<file path="src/rtl/pbsb_pkg.sv">
// Shared constants and types for the page buffer sprite blitter.
package pbsb_pkg;

  localparam int DEFAULT_COLUMNS = 128;
  localparam int DEFAULT_PAGES   = 8;
  localparam int PIXEL_W         = 8;
  localparam int ROW_W           = 5;
  localparam int COL_W           = 10;

  localparam logic FUNC_BLIT = 1'b0;
  localparam logic FUNC_READ = 1'b1;

  typedef struct packed {
    logic               en;
    logic [ROW_W-1:0]   row;
    logic [COL_W-1:0]   col;
    logic [PIXEL_W-1:0] bits;
  } bank_wr_t;

endpackage

</file>
<file path="src/rtl/pbsb_geom.sv">
// Blit geometry: clipping, vertical shift and split of one sprite byte over two page banks.
module pbsb_geom import pbsb_pkg::*; #(
  parameter int SCREEN_COLUMNS = DEFAULT_COLUMNS,
  parameter int SCREEN_PAGES   = DEFAULT_PAGES
) (
  input  logic signed [9:0]  x_origin,
  input  logic signed [9:0]  y_origin,
  input  logic [5:0]         col_offset,
  input  logic [2:0]         page_offset,
  input  logic [7:0]         sprite_byte,
  output bank_wr_t           wr_even,
  output bank_wr_t           wr_odd
);

  logic signed [10:0] col;
  logic               col_ok;
  logic signed [7:0]  page_lo;
  logic signed [7:0]  page_hi;
  logic               lo_ok;
  logic               hi_ok;
  logic [15:0]        shifted;
  bank_wr_t           lo_wr;
  bank_wr_t           hi_wr;

  always_comb begin
    col     = $signed({x_origin[9], x_origin}) + $signed({5'b0, col_offset});
    col_ok  = !col[10] && (32'(col[9:0]) < 32'(SCREEN_COLUMNS));
    page_lo = $signed({y_origin[9], y_origin[9:3]}) + $signed({5'b0, page_offset});
    page_hi = page_lo + 8'sd1;
    lo_ok   = !page_lo[7] && (32'(page_lo[6:0]) < 32'(SCREEN_PAGES));
    hi_ok   = !page_hi[7] && (32'(page_hi[6:0]) < 32'(SCREEN_PAGES));
    shifted = {8'b0, sprite_byte} << y_origin[2:0];

    lo_wr.en   = col_ok && lo_ok;
    lo_wr.row  = page_lo[ROW_W:1];
    lo_wr.col  = col[COL_W-1:0];
    lo_wr.bits = shifted[7:0];

    hi_wr.en   = col_ok && hi_ok;
    hi_wr.row  = page_hi[ROW_W:1];
    hi_wr.col  = col[COL_W-1:0];
    hi_wr.bits = shifted[15:8];

    if (!page_lo[0]) begin
      wr_even = lo_wr;
      wr_odd  = hi_wr;
    end else begin
      wr_even = hi_wr;
      wr_odd  = lo_wr;
    end
  end

endmodule

</file>
<file path="config.mk">
export PLATFORM = sky130hd
export DESIGN_NAME = pbsb_geom
export DESIGN_NICKNAME = d
export VERILOG_FILES = /design/src/rtl/pbsb_pkg.sv /design/src/rtl/pbsb_geom.sv
export SDC_FILE = /design/constraint.sdc
export NUM_CORES = 1
export LEC_CHECK = 0
export BUFFER_PORTS_ARGS = -buffer_cell sky130_fd_sc_hd__buf_2
export CAP_MARGIN = 30
export CORE_ASPECT_RATIO = 0.75
export CORE_MARGIN = 4
export CORE_UTILIZATION = 49
export DETAILED_ROUTE_END_ITERATION = 16
export PLACE_DENSITY = 0.87
export SETUP_SLACK_MARGIN = 0.15
export SLEW_MARGIN = 20
export SYNTH_ARGS = -nofsm -noshare
export SYNTH_HDL_FRONTEND = slang
export SYNTH_SLANG_ARGS = --single-unit
export TNS_END_PERCENT = 20
</file>
<file path="constraint.sdc">
create_clock -name vclk -period 9
set_input_delay 1.8 -clock vclk [all_inputs]
set_output_delay 1.8 -clock vclk [all_outputs]
set_load 0.02 [all_outputs]
</file>
==> results.md <==
* Status: finished clean
* Synth Cell Area at 1320 um^2
* Rel. slew slack at 52.3%
* Share of the yosys chip area belonging to registers at 0%
* Routed length per instance at 12.9 um
* Busiest grt layer: met2
* Crit path max fanout at 5
* Max stage delay cell, worst path: fa_1
* I/O pins at 85
* Vias per cell at 5.45
* CP max stage delay at 0.45 ns
* DRT iter0 DRCs at 71
* Final Util at 69.5%
* Cells after Synth at 187
* Crit path top cell by count: buf_2
* DP Worst Slack at 3.02 ns
* Syn nets at 237
* DP HPWL at 3200 um
* Final setup fails at 0
* GRT met2 Usage at 33.3%
* Seq_cells at 0
* Row count at 15
* Vias at 1575
* Initial antenna violation count at 0
* Initial core utilization at 54.4%
* Nets at 307
* CP Capture Type: output pin
* Tmin final at 5.97 ns
* Die height at 52.9 um
* Clock buffers at 0
* Final Max Slew Viols at 0
* Worst endpoint required time at 7.20 ns
* Routed wire length at 3720 um
* Die area at 3590 um^2
* Hold buffers post-CTS at 0
* Setup TNS Final at 0 ns
* Worst setup margin at 3.03 ns
* RSZ-0062 raised after global routing: no
* Core Area at 2420 um^2
* Tcrit/Tclk final at 66.3%
* Dpl cells at 289
* Pre-antenna DRT Iters at 4
* First-pass GRT wire length at 5600 um
* Max-cap violations at 0
* Antenna Cells at 0
* Post-CTS Setup Bufs at 0
* Final Instance Count excl. Fillers at 289
* Met1 Track Usage GR at 27.2%
* Routed Antenna Nets at 0
* Global Route met3 Usage at 1.27%
* Area contributors post-synth: ha_1 (10%), mux2i_1 (9.9%), xnor2_1 (6.7%), nand2_1 (6.0%), buf_4 (5.7%)
* Share of cells above drive strength 1 at 38.4%
* Total gr overflow at 0
* Drt drc at 0
* Routability cong. at 0.819
* Chip width at 67.8 um
* Achievable Freq at 167 MHz
* IO Port Bufs at 85
* Post-Syn Area per Cell at 7.04 um^2
* Leak Pwr at 0.841 nW
* Total track usage at 19.2%
* Netlist cell types at 46
* Kind of critical path: primary input to output pin
* Worst-margin pin slew at 0.716 ns
* Vias in the first global route at 1293
* Critical path cell sequence: buf_2, ha_1, fa_1, xor2_2, nand3_2, or4_1, a211o_1, a211oi_2, buf_2
* Yosys warnings at 0
* Final Total Pwr at 0.162 mW
* P per Cell Area at 96.1 nW/um^2
* Largest net degree at the start of global routing at 24
* Fin. Hold Viols at 0
* Cell taking the most area after synthesis: ha_1
* Worst Hold Class: primary input to output pin
* Crit path arrival time at 4.17 ns
* PostCTS Resize Cnt at 0
* FF+latch area at 0 um^2
* Area growth syn-to-layout at 27.8%
* CP Launch Type: primary input
* Maximum vdd drop at 0.0000670 V
* Post-synth top area share at 10.5%
-- metal layers --
| layer | wire, um | part of all wire, % | up-vias |
|---|---|---|---|
| li1 | - | - | 819 |
| met1 | 1670 | 45 | 692 |
| met2 | 1730 | 46 | 62 |
| met3 | 314 | 8.4 | 2 |
| met4 | 12 | 0.32 | 0 |
| met5 | 0 | 0 | - |
-- synthesized netlist by cell type, drive strengths merged (2+ instances only) --
cell type	number
o21ai	13
nand2	21
o211ai	6
nor3	3
mux2	4
a211o	2
inv	5
xor2	4
and3	2
nor2b	2
nand3	8
mux4	2
o21ba	2
a211oi	4
nand2b	2
a21o	3
a21oi	13
buf	13
nor4	2
nor2	17
nand4	5
fa	2
clkbuf	4
ha	11
mux2i	13
nor3b	3
or3	2
xnor2	10
-- where the power goes --
group | internal [mW] | switching (mW) | leakage, nW
clock network | 0 | 0 | 0
registers | 0 | 0 | 0
logic | 0.0586 | 0.103 | 0.841
-- layout make-up --
cell class	instances	area (um^2)
Fill cell	225	739
Inverter	5	18.8
Multi-Input combinational cell	165	1190
Timing Repair Buffer	85	425
Tap cell	34	42.5
-- logic make-up after synthesis --
family / synth area share [%]
adder cells (fa/ha/maj): 13.5
XOR/XNOR: 9.89
AND/OR/NAND/NOR: 27.0
AO/OA/AOI/OAI: 23.7
buffers and inverters: 9.22
multiplexers: 16.7
-- cells in the final DEF (no fill, tap or decap), types with 2 or more instances in the layout --
cell type / netlist / layout
mux4_2: 2 / 2
nor3b_1: 3 / 3
nor2_1: 17 / 17
mux2i_1: 13 / 13
and3_1: 2 / 2
inv_1: 3 / 3
a21oi_1: 13 / 13
a211oi_2: 2 / 2
mux2_2: 3 / 3
nor4_1: 2 / 2
nand4_1: 5 / 5
nor3_1: 3 / 3
buf_2: 1 / 85
nand2b_1: 2 / 2
a211oi_1: 2 / 2
ha_1: 11 / 11
a211o_1: 2 / 2
nor2b_1: 2 / 2
or3_1: 2 / 2
o211ai_1: 6 / 6
fa_1: 2 / 2
xnor2_1: 10 / 10
o21ai_0: 6 / 6
o21ai_1: 7 / 7
a21o_1: 3 / 3
nand2_1: 21 / 21
nand3_1: 7 / 7
xor2_1: 3 / 3
inv_2: 2 / 2
-- critical path: cells and delay by family --
kind,cells,cell delay [ns]
fa+ha+maj,2,0.67
simple gates,2,0.63
compound gates,2,0.44
xor+xnor,1,0.35
buf+inv,2,0.29
-- worst paths after layout --
check / startpoint / endpoint / cells past startpoint
setup / recovery: y_origin[3] / wr_even[23] / 9
hold / removal: col_offset[0] / wr_odd[8] / 3
-- through the flow --
step / cell area, um^2 / hold slack, ns
after floorplan: 1320 / 3.75
after global placement: 1680 / 3.95
after detailed placement: 1680 / 3.96
after CTS: 1680 / 3.96
after global routing: 1680 / 3.98
final: 1680 / 3.95
Note: power is estimated with default switching activity, not from simulation.
